==> src/hdl/colfit_pkg.sv <==
`timescale 1ns / 1ps
// ----------------------------------------------------------------------------
// Colville fitness package
// Shared widths, field offsets, sequencer codes and helpers for the Colville
// fitness and best-two selection block.
// ----------------------------------------------------------------------------
package colfit_pkg;

  localparam int unsigned POP_MAX_DEF   = 2048;
  localparam int unsigned FRAC_BITS_DEF = 10;

  localparam int unsigned CHROM_W     = 64;
  localparam int unsigned FIT_W       = 52;
  localparam int unsigned IDX_W       = 11;
  localparam int unsigned OUT_TDATA_W = 128;

  // Output tdata layout, lowest bit first
  localparam int unsigned FIT_LSB  = 0;
  localparam int unsigned BIDX_LSB = FIT_LSB + FIT_W;     // 52
  localparam int unsigned SIDX_LSB = BIDX_LSB + IDX_W;    // 63
  localparam int unsigned BFIT_LSB = SIDX_LSB + IDX_W;    // 74
  localparam int unsigned STAG_BIT = BFIT_LSB + FIT_W;    // 126

  localparam logic [FIT_W-1:0] THRESH_RST = FIT_W'(105);

  // Shared multiplier and accumulator
  localparam int unsigned MUL_W = 34;
  localparam int unsigned PRD_W = 2 * MUL_W;
  localparam int unsigned ACC_W = 75;
  localparam int unsigned HALF_SH = 34;

  localparam int unsigned K_YX   = 1000;
  localparam int unsigned K_ZW   = 900;
  localparam int unsigned K_LIN  = 10;
  localparam int unsigned K_OFS  = 101;

  typedef enum logic [4:0] {
    ST_IDLE = 5'b00001,
    ST_CALC = 5'b00010,
    ST_FIT  = 5'b00100,
    ST_SEL  = 5'b01000,
    ST_OUT  = 5'b10000
  } state_e;

  // One code per multiplier slot of the fitness sequence
  typedef enum logic [3:0] {
    STEP_XSQ  = 4'd0,
    STEP_WSQ  = 4'd1,
    STEP_ASQ  = 4'd2,
    STEP_BSQ  = 4'd3,
    STEP_ALO  = 4'd4,
    STEP_AHI  = 4'd5,
    STEP_BLO  = 4'd6,
    STEP_BHI  = 4'd7,
    STEP_UX   = 4'd8,
    STEP_UW   = 4'd9,
    STEP_VY   = 4'd10,
    STEP_M10  = 4'd11,
    STEP_VZ   = 4'd12,
    STEP_SUM  = 4'd13,
    STEP_M101 = 4'd14,
    STEP_LAST = 4'd15
  } step_e;

  // Magnitude of a 33-bit signed value
  function automatic logic [32:0] mag33(input logic signed [32:0] v);
    logic signed [32:0] n;
    n = -v;
    return v[32] ? n : v;
  endfunction

endpackage

==> src/hdl/colville_fitness_top_two_select_top.sv <==
`timescale 1ns / 1ps
// ----------------------------------------------------------------------------
// Colville fitness with best-two selection
// Scores each chromosome with ten times the Colville function on a shared
// multiplier and tracks the two lowest scores of a generation.
// ----------------------------------------------------------------------------
// One chromosome is scored at a time; its sequence of 14 products runs
//   through the single 34x34 multiplier.
// s_axis_tready is high only while idle; a finished result waits in the
//   output register, and the next chromosome is taken meanwhile.
// Reset (rst_ni low, asynchronous): sequencer idle, output empty, selection
//   state cleared, stagnation threshold back to 105.
module colville_fitness_top_two_select_top #(
  parameter int unsigned POP_MAX   = colfit_pkg::POP_MAX_DEF,
  parameter int unsigned FRAC_BITS = colfit_pkg::FRAC_BITS_DEF
) (
  input  logic                               clk_i,
  input  logic                               rst_ni,
  // stagnation_threshold register
  input  logic                               cfg_we_i,
  input  logic [colfit_pkg::FIT_W-1:0]       cfg_wdata_i,
  // input stream
  input  logic                               s_axis_tvalid,
  output logic                               s_axis_tready,
  input  logic [colfit_pkg::CHROM_W-1:0]     s_axis_tdata,  // [63:0] chromosome
  input  logic                               s_axis_tlast,  // last_of_generation
  // result stream
  output logic                               m_axis_tvalid,
  input  logic                               m_axis_tready,
  // [51:0] fitness_scaled, [62:52] best_index, [73:63] second_index,
  // [125:74] best_fitness, [126] stagnant, [127] zero
  output logic [colfit_pkg::OUT_TDATA_W-1:0] m_axis_tdata,
  output logic                               m_axis_tuser   // generation_done
);

  localparam int unsigned FIT_W = colfit_pkg::FIT_W;
  localparam int unsigned IDX_W = colfit_pkg::IDX_W;
  localparam int unsigned MUL_W = colfit_pkg::MUL_W;
  localparam int unsigned PRD_W = colfit_pkg::PRD_W;
  localparam int unsigned ACC_W = colfit_pkg::ACC_W;
  localparam int unsigned SH_W  = ACC_W + 20;
  localparam int unsigned IDX_MAX = (1 << IDX_W) - 1;
  localparam int unsigned POS_LIM_I = (POP_MAX - 1 < IDX_MAX) ? POP_MAX - 1 : IDX_MAX;
  localparam logic [IDX_W-1:0] POS_LIMIT = IDX_W'(POS_LIM_I);
  // Fixed-point one, 2^FRAC_BITS
  localparam logic signed [32:0] ONE_S = 33'sd1 <<< FRAC_BITS;

  colfit_pkg::state_e state_q, state_d;
  colfit_pkg::step_e  step_q, step_d;

  logic [FIT_W-1:0] thr_q;

  // Item being scored
  logic [colfit_pkg::CHROM_W-1:0] chrom_q;
  logic                           last_q;

  // Datapath registers
  logic [PRD_W-1:0] p_q;
  logic [30:0]      xsq_q, xsq_d, wsq_q, wsq_d;
  logic [62:0]      a2_q, a2_d, b2_q, b2_d;
  logic [MUL_W-1:0] s_q, s_d;
  logic [ACC_W-1:0] acc_q, acc_d;
  logic [FIT_W-1:0] fit_q, fit_d;

  // Selection state
  logic [IDX_W-1:0] pos_q;
  logic [FIT_W-1:0] low_v_q, run_v_q;
  logic [IDX_W-1:0] low_p_q, run_p_q;
  logic             run_ok_q;

  // Output register
  logic                               out_valid_q;
  logic [colfit_pkg::OUT_TDATA_W-1:0] out_data_q, out_data_d;
  logic                               out_user_q;

  logic in_xfer, out_free, out_load;

  assign s_axis_tready = (state_q == colfit_pkg::ST_IDLE);
  assign in_xfer       = s_axis_tvalid && s_axis_tready;
  assign out_free      = !out_valid_q || m_axis_tready;
  assign out_load      = (state_q == colfit_pkg::ST_OUT) && out_free;

  assign m_axis_tvalid = out_valid_q;
  assign m_axis_tdata  = out_data_q;
  assign m_axis_tuser  = out_user_q;

  // --------------------------------------------------------------------------
  // Decode: raw code minus 32768 is the code with its top bit flipped
  // --------------------------------------------------------------------------
  logic signed [32:0] xv, yv, wv, zv;
  logic signed [32:0] a_s, b_s, ux_s, uw_s, vy_s, vz_s;
  logic [32:0]        x_mag, w_mag, a_mag, b_mag, ux_mag, uw_mag, vy_mag, vz_mag;

  always_comb begin
    xv = 33'($signed({~chrom_q[63], chrom_q[62:48]}));
    yv = 33'($signed({~chrom_q[47], chrom_q[46:32]}));
    wv = 33'($signed({~chrom_q[31], chrom_q[30:16]}));
    zv = 33'($signed({~chrom_q[15], chrom_q[14:0]}));
    // y*one - x^2 and z*one - w^2, magnitude at most 2^31
    a_s  = (yv <<< FRAC_BITS) - $signed({2'b00, xsq_q});
    b_s  = (zv <<< FRAC_BITS) - $signed({2'b00, wsq_q});
    ux_s = ONE_S - xv;
    uw_s = ONE_S - wv;
    vy_s = yv - ONE_S;
    vz_s = zv - ONE_S;
    x_mag  = colfit_pkg::mag33(xv);
    w_mag  = colfit_pkg::mag33(wv);
    a_mag  = colfit_pkg::mag33(a_s);
    b_mag  = colfit_pkg::mag33(b_s);
    ux_mag = colfit_pkg::mag33(ux_s);
    uw_mag = colfit_pkg::mag33(uw_s);
    vy_mag = colfit_pkg::mag33(vy_s);
    vz_mag = colfit_pkg::mag33(vz_s);
  end

  // --------------------------------------------------------------------------
  // Shared multiplier: operand select per step, product registered
  // --------------------------------------------------------------------------
  logic [MUL_W-1:0] mul_a, mul_b;
  logic [PRD_W-1:0] mul_p;

  always_comb begin
    mul_a = '0;
    mul_b = '0;
    unique case (step_q)
      colfit_pkg::STEP_XSQ:  begin mul_a = MUL_W'(x_mag[16:0]);  mul_b = MUL_W'(x_mag[16:0]); end
      colfit_pkg::STEP_WSQ:  begin mul_a = MUL_W'(w_mag[16:0]);  mul_b = MUL_W'(w_mag[16:0]); end
      colfit_pkg::STEP_ASQ:  begin mul_a = MUL_W'(a_mag[31:0]);  mul_b = MUL_W'(a_mag[31:0]); end
      colfit_pkg::STEP_BSQ:  begin mul_a = MUL_W'(b_mag[31:0]);  mul_b = MUL_W'(b_mag[31:0]); end
      colfit_pkg::STEP_ALO:  begin
        mul_a = a2_q[MUL_W-1:0];
        mul_b = MUL_W'(colfit_pkg::K_YX);
      end
      colfit_pkg::STEP_AHI:  begin
        mul_a = MUL_W'(a2_q[62:MUL_W]);
        mul_b = MUL_W'(colfit_pkg::K_YX);
      end
      colfit_pkg::STEP_BLO:  begin
        mul_a = b2_q[MUL_W-1:0];
        mul_b = MUL_W'(colfit_pkg::K_ZW);
      end
      colfit_pkg::STEP_BHI:  begin
        mul_a = MUL_W'(b2_q[62:MUL_W]);
        mul_b = MUL_W'(colfit_pkg::K_ZW);
      end
      colfit_pkg::STEP_UX:   begin mul_a = MUL_W'(ux_mag[16:0]); mul_b = MUL_W'(ux_mag[16:0]); end
      colfit_pkg::STEP_UW:   begin mul_a = MUL_W'(uw_mag[16:0]); mul_b = MUL_W'(uw_mag[16:0]); end
      colfit_pkg::STEP_VY:   begin mul_a = MUL_W'(vy_mag[16:0]); mul_b = MUL_W'(vy_mag[16:0]); end
      colfit_pkg::STEP_M10:  begin mul_a = s_q; mul_b = MUL_W'(colfit_pkg::K_LIN); end
      colfit_pkg::STEP_VZ:   begin mul_a = MUL_W'(vz_mag[16:0]); mul_b = MUL_W'(vz_mag[16:0]); end
      colfit_pkg::STEP_SUM:  begin mul_a = '0; mul_b = '0; end
      colfit_pkg::STEP_M101: begin mul_a = s_q; mul_b = MUL_W'(colfit_pkg::K_OFS); end
      colfit_pkg::STEP_LAST: begin mul_a = '0; mul_b = '0; end
    endcase
  end

  assign mul_p = mul_a * mul_b;

  // --------------------------------------------------------------------------
  // Consume the product of the previous step
  // --------------------------------------------------------------------------
  always_comb begin
    xsq_d = xsq_q;
    wsq_d = wsq_q;
    a2_d  = a2_q;
    b2_d  = b2_q;
    s_d   = s_q;
    acc_d = acc_q;
    if (state_q == colfit_pkg::ST_CALC) begin
      unique case (step_q)
        colfit_pkg::STEP_XSQ:  ;
        colfit_pkg::STEP_WSQ:  xsq_d = p_q[30:0];
        colfit_pkg::STEP_ASQ:  wsq_d = p_q[30:0];
        colfit_pkg::STEP_BSQ:  a2_d  = p_q[62:0];
        colfit_pkg::STEP_ALO:  b2_d  = p_q[62:0];
        colfit_pkg::STEP_AHI:  acc_d = ACC_W'(p_q);
        colfit_pkg::STEP_BLO:  acc_d = acc_q + (ACC_W'(p_q) << colfit_pkg::HALF_SH);
        colfit_pkg::STEP_BHI:  acc_d = acc_q + ACC_W'(p_q);
        colfit_pkg::STEP_UX:   acc_d = acc_q + (ACC_W'(p_q) << colfit_pkg::HALF_SH);
        colfit_pkg::STEP_UW:   s_d   = p_q[MUL_W-1:0];
        colfit_pkg::STEP_VY:   s_d   = s_q + p_q[MUL_W-1:0];
        colfit_pkg::STEP_M10:  s_d   = p_q[MUL_W-1:0];
        colfit_pkg::STEP_VZ:   acc_d = acc_q + (ACC_W'(p_q) << (2 * FRAC_BITS));
        colfit_pkg::STEP_SUM:  s_d   = s_q + p_q[MUL_W-1:0];
        colfit_pkg::STEP_M101: ;
        colfit_pkg::STEP_LAST: acc_d = acc_q + (ACC_W'(p_q) << (2 * FRAC_BITS));
      endcase
    end
  end

  // Drop to 20 fractional bits (4*FRAC_BITS in the sum), saturate at 52 bits
  logic [SH_W-1:0] fit_sh;
  always_comb begin
    fit_sh = {acc_q, 20'b0} >> (4 * FRAC_BITS);
    fit_d  = (|fit_sh[SH_W-1:FIT_W]) ? '1 : fit_sh[FIT_W-1:0];
  end

  // --------------------------------------------------------------------------
  // Sequencer
  // --------------------------------------------------------------------------
  always_comb begin
    state_d = state_q;
    step_d  = step_q;
    unique case (state_q)
      colfit_pkg::ST_IDLE: begin
        step_d = colfit_pkg::STEP_XSQ;
        if (in_xfer) state_d = colfit_pkg::ST_CALC;
      end
      colfit_pkg::ST_CALC: begin
        step_d = colfit_pkg::step_e'(step_q + 4'd1);
        if (step_q == colfit_pkg::STEP_LAST) state_d = colfit_pkg::ST_FIT;
      end
      colfit_pkg::ST_FIT:  state_d = colfit_pkg::ST_SEL;
      colfit_pkg::ST_SEL:  state_d = colfit_pkg::ST_OUT;
      colfit_pkg::ST_OUT: begin
        if (out_free) state_d = colfit_pkg::ST_IDLE;
      end
      default: state_d = colfit_pkg::ST_IDLE;
    endcase
  end

  // Result word: fitness on every item; selection fields zero except on the last item of a generation
  logic [FIT_W-1:0] gap;
  always_comb begin
    gap        = run_ok_q ? (run_v_q - low_v_q) : '0;
    out_data_d = '0;
    out_data_d[colfit_pkg::FIT_LSB +: FIT_W] = fit_q;
    if (last_q) begin
      out_data_d[colfit_pkg::BIDX_LSB +: IDX_W] = low_p_q;
      out_data_d[colfit_pkg::SIDX_LSB +: IDX_W] = run_ok_q ? run_p_q : low_p_q;
      out_data_d[colfit_pkg::BFIT_LSB +: FIT_W] = low_v_q;
      out_data_d[colfit_pkg::STAG_BIT]          = (gap < thr_q);
    end
  end

  // --------------------------------------------------------------------------
  // Control and selection registers
  // --------------------------------------------------------------------------
  always_ff @(posedge clk_i or negedge rst_ni) begin
    if (!rst_ni) begin
      state_q     <= colfit_pkg::ST_IDLE;
      step_q      <= colfit_pkg::STEP_XSQ;
      thr_q       <= colfit_pkg::THRESH_RST;
      out_valid_q <= 1'b0;
      pos_q       <= '0;
      low_v_q     <= '1;
      low_p_q     <= '0;
      run_v_q     <= '1;
      run_p_q     <= '0;
      run_ok_q    <= 1'b0;
    end else begin
      state_q <= state_d;
      step_q  <= step_d;
      if (cfg_we_i) thr_q <= cfg_wdata_i;

      if (out_load) begin
        out_valid_q <= 1'b1;
      end else if (m_axis_tready) begin
        out_valid_q <= 1'b0;
      end

      // Strict compares keep the first-seen item on ties
      if (state_q == colfit_pkg::ST_SEL) begin
        if (pos_q == '0) begin
          low_v_q  <= fit_q;
          low_p_q  <= '0;
          run_ok_q <= 1'b0;
        end else if (fit_q < low_v_q) begin
          run_v_q  <= low_v_q;
          run_p_q  <= low_p_q;
          run_ok_q <= 1'b1;
          low_v_q  <= fit_q;
          low_p_q  <= pos_q;
        end else if (!run_ok_q || fit_q < run_v_q) begin
          run_v_q  <= fit_q;
          run_p_q  <= pos_q;
          run_ok_q <= 1'b1;
        end
        if (pos_q < POS_LIMIT) pos_q <= pos_q + 1'b1;
      end

      // Start a fresh generation once the report is loaded into the output register
      if (out_load && last_q) begin
        pos_q    <= '0;
        low_v_q  <= '1;
        low_p_q  <= '0;
        run_v_q  <= '1;
        run_p_q  <= '0;
        run_ok_q <= 1'b0;
      end
    end
  end

  // --------------------------------------------------------------------------
  // Payload registers
  // --------------------------------------------------------------------------
  always_ff @(posedge clk_i) begin
    if (in_xfer) begin
      chrom_q <= s_axis_tdata;
      last_q  <= s_axis_tlast;
    end
    if (state_q == colfit_pkg::ST_CALC) p_q <= mul_p;
    xsq_q <= xsq_d;
    wsq_q <= wsq_d;
    a2_q  <= a2_d;
    b2_q  <= b2_d;
    s_q   <= s_d;
    acc_q <= acc_d;
    if (state_q == colfit_pkg::ST_FIT) fit_q <= fit_d;
    if (out_load) begin
      out_data_q <= out_data_d;
      out_user_q <= last_q;
    end
  end

endmodule

==> config.mk <==
export PLATFORM = sky130hd
export DESIGN_NAME = colville_fitness_top_two_select_top
export DESIGN_NICKNAME = d
export VERILOG_FILES = /design/src/hdl/colfit_pkg.sv /design/src/hdl/colville_fitness_top_two_select_top.sv
export SDC_FILE = /design/constraint.sdc
export NUM_CORES = 2
export LEC_CHECK = 0
export BUFFER_PORTS_ARGS = -buffer_cell sky130_fd_sc_hd__buf_2
export CAP_MARGIN = 20
export CORE_MARGIN = 2
export CORE_UTILIZATION = 42
export CTS_BUF_LIST = sky130_fd_sc_hd__clkbuf_4
export CTS_CLUSTER_DIAMETER = 80
export DETAILED_ROUTE_END_ITERATION = 8
export GPL_ROUTABILITY_DRIVEN = 0
export GPL_TIMING_DRIVEN = 0
export MAX_ROUTING_LAYER = met4
export SLEW_MARGIN = 10
export SYNTH_ARGS = -nofsm -noshare
export SYNTH_HDL_FRONTEND = slang
export SYNTH_SLANG_ARGS = --single-unit
==> constraint.sdc <==
create_clock -name clk_i -period 14.5 [get_ports clk_i]
set_input_delay 1.45 -clock clk_i [delete_from_list [all_inputs] [get_ports clk_i]]
set_output_delay 1.45 -clock clk_i [all_outputs]
set_load 0.05 [all_outputs]
==> impl_metrics.tcl <==
set metrics [dict create \
    outcome "finished clean" \
    end_kind "flip-flop" \
    initial_core_util_pct 42.12 \
    cts_sinks 810 \
    tritoncts "yes" \
    cap_violations 0 \
    synth.avg_cell_area_um2 9.193 \
    grt_setup_unrepaired "yes" \
    critPathMaxFanout 10 \
    die_area_mm2 0.2209 \
    setup_viol 0 \
    timing.fmax_mhz 71.13 \
    die_h_um 470 \
    yosys_register_bits 810 \
    ant_nets 0 \
    finalMaxSlewViolations 0 \
    cts_hold_buffers 0 \
    layout-drive-gt1-share_pct 9.332 \
    wire_per_inst_um 24.59 \
    clk_pin_slew_ns 0.07 \
    tns_ns 0 \
    worst_pin_slew_ns 1.420 \
    grt_max_degree 79 \
    r2r_cells 43 \
    routed_wl_um 332700 \
    die_x_um 470 \
    numCtsBuffers 213 \
    cpMostUsedCell "fa_1" \
    synth-async-reset-ratio_pct 24.69 \
    fin_crit_sh_pct 96.95 \
    synth_area_mm2 0.09120 \
    cts_htree_levels 4 \
    syn2layout_area_growth_pct 9.949 \
    core-area_mm2 0.2165 \
    clock_path_buffers 3 \
    cpPeakStageDelay_ns 0.69 \
    rrSetupSlack_ns 0.44 \
    hold_path.class "in2async" \
    ys_seq_area_share_pct 25.72 \
    grt_use_total_pct 30.40 \
    drt_iter0_drc 8552 \
    antenna_found_initial 19 \
    maxSlewHeadroom_pct 5.358 \
    hold_viol 0 \
    worstPathRequired_ns 15.64 \
    placementRows 171 \
    skew_ns 0.1579 \
    cpMaxStageDelayCell "nor4_2" \
    dr.pass1.iters 7 \
    crit_arrival_ns 15.19 \
    via_count 78829 \
    synth_flop_cell "edfxtp_1" \
    avgViaCountPerCell 5.825 \
    synth_edf_count 610 \
    synthesis.yosys.warnings 0 \
    cts_root_buf "clkbuf_4" \
    ys_types 100 \
    clk_latency_ns 1.32 \
    netlist_instances 9921 \
    portBuffers 250 \
    n_fill_cell 20877 \
    dpl.hpwl_um 266700 \
    grt_pass1_vias 77429 \
    post-route-min-period_ns 14.06 \
    grt_pass1_wl_um 489000 \
    worstSetupStartpointType "flip-flop" \
    overflow 0 \
    crit_type "reg2reg" \
    final_nets 12330 \
    io_pins 253 \
    drc_errors 0 \
]
-- critical path: cells and delay by family (launching register included) --
kind | cells | cell delay (ns)
compound gates | 12 | 3.45
xor+xnor | 2 | 0.38
fa+ha+maj | 10 | 4.54
buf+inv | 10 | 2.17
flops | 1 | 0.37
simple gates | 9 | 2.99
-- kinds of logic after synthesis --
family	after synthesis	synth area share, %
compound gates	2085	14.96
xor+xnor	484	4.648
mux	45	0.5035
simple gates	2857	14.58
other cells	2	0.008234
fa+ha+maj	1727	31.63
buf+inv	1911	7.954
flops	810	25.72
-- what timing repair did --
item	in CTS	in global routing
pin swaps	1	3
setup buffers	3	6
setup endpoints to repair	5	16
gates resized for setup	7	86
hold endpoints to repair	0	0
-- placed cells by master, fill, tap and decap left out, types with 293 or more instances in the layout --
cell / netlist / final
inv_1: 1445 / 1443
nand2_1: 936 / 935
fa_1: 964 / 964
nor2_1: 865 / 859
clkbuf_1: 393 / 361
o21ai_0: 426 / 426
clkbuf_4: 0 / 311
a21oi_1: 525 / 521
ha_1: 763 / 763
xnor2_1: 306 / 306
buf_2: 38 / 293
edfxtp_1: 610 / 610
-- routing by layer --
metal	vias to the layer above	wire length, um	track usage, %
met3	943	38020	7.956
met2	4442	144400	44.75
met4	0	18930	14.29
met5	-	0	-
met1	38770	131300	39.00
li1	34674	-	-
-- Yosys cell counts, types with 16 or more instances --
cell type / count / area [um^2]
a211o_1: 27 / 236.5
a211oi_1: 77 / 578.1
a21o_1: 227 / 1704
a21oi_1: 525 / 2628
a221o_1: 20 / 200.2
a221oi_1: 33 / 289.0
a222oi_1: 20 / 200.2
a22oi_1: 69 / 518.0
a31oi_1: 67 / 419.2
a41oi_1: 16 / 140.1
and2_1: 151 / 944.7
and3_1: 54 / 337.8
buf_1: 22 / 82.58
buf_2: 38 / 190.2
clkbuf_1: 393 / 1475
dfrtp_1: 91 / 2277
dfstp_2: 109 / 2864
edfxtp_1: 610 / 18320
fa_1: 964 / 19300
ha_1: 763 / 9547
inv_1: 1445 / 5424
mux2i_1: 38 / 380.4
nand2_1: 936 / 3513
nand2b_1: 216 / 1351
nand3_1: 114 / 570.6
nand4_1: 91 / 569.3
nor2_1: 865 / 3247
nor2b_1: 94 / 588.1
nor3_1: 111 / 555.5
nor3b_1: 21 / 157.7
nor4_1: 36 / 225.2
o2111ai_1: 18 / 157.7
o211ai_1: 201 / 1509
o21a_1: 55 / 412.9
o21ai_0: 426 / 2132
o21bai_1: 49 / 367.9
o221ai_1: 24 / 210.2
o22ai_1: 42 / 262.8
o31ai_1: 32 / 240.2
or2_2: 54 / 337.8
or3_1: 42 / 262.8
xnor2_1: 306 / 2680
xor2_1: 178 / 1559
-- final cells by class --
type | count | area [um^2] | share of cell area, %
multi-input combinational | 7232 | 60960 | 60.79
sequential | 810 | 23460 | 23.39
inverter | 1450 | 5453 | 5.438
tap | 2854 | 3571 | 3.561
clock buffer | 309 | 2320 | 2.313
timing repair buffer | 320 | 2200 | 2.193
buffer | 454 | 1826 | 1.820
clock inverter | 76 | 425.4 | 0.4242
antenna | 28 | 70.07 | 0.06987
-- through the flow --
stage          cell area [um^2]  hold WS [ns]  std cells  utilization, %  setup WS, ns
6_report                 100300        0.1561      13533           46.31        0.4418
3_3_place_gp              96150        0.4992      13057           44.41        -2.507
4_1_cts                   99920       0.04490      13500           46.15       0.03824
3_5_place_dp              97140        0.5104      13114           44.86       -0.2830
5_1_grt                  100300        0.1078      13525           46.30      -0.05643
2_1_floorplan             91330        0.4690       9953               -         3.184
-- final timing paths --
check                                    endpoint                  start
setup / recovery                p_q[66]$_DFFE_PP_  chrom_q[48]$_DFFE_PP_
hold / removal              thr_q[30]$_DFFE_PN0P_                 rst_ni
setup reg to reg                p_q[66]$_DFFE_PP_  chrom_q[48]$_DFFE_PP_
hold reg to reg              thr_q[5]$_DFFE_PN1P_   thr_q[5]$_DFFE_PN1P_
max in group asynchronous  state_q[0]$_DFFE_PN1P_                 rst_ni
min in group clk_i           chrom_q[4]$_DFFE_PP_        s_axis_tdata[4]
-- flip-flops by register name, indices dropped and copies added (netlist names) --
register,count
a2_q,63
acc_q,75
b2_q,63
chrom_q,64
fit_q,52
last_q,1
low_p_q,11
low_v_q,52
m_axis_tdata,127
m_axis_tuser,1
m_axis_tvalid,1
p_q,68
pos_q,11
run_ok_q,1
run_p_q,11
run_v_q,52
s_q,34
state_q,5
step_q,4
thr_q,52
wsq_q,31
xsq_q,31
Power is left out: the tool's default activity adds up to more than one toggle a clock period on the data nets, which glitch-free logic cannot reach.
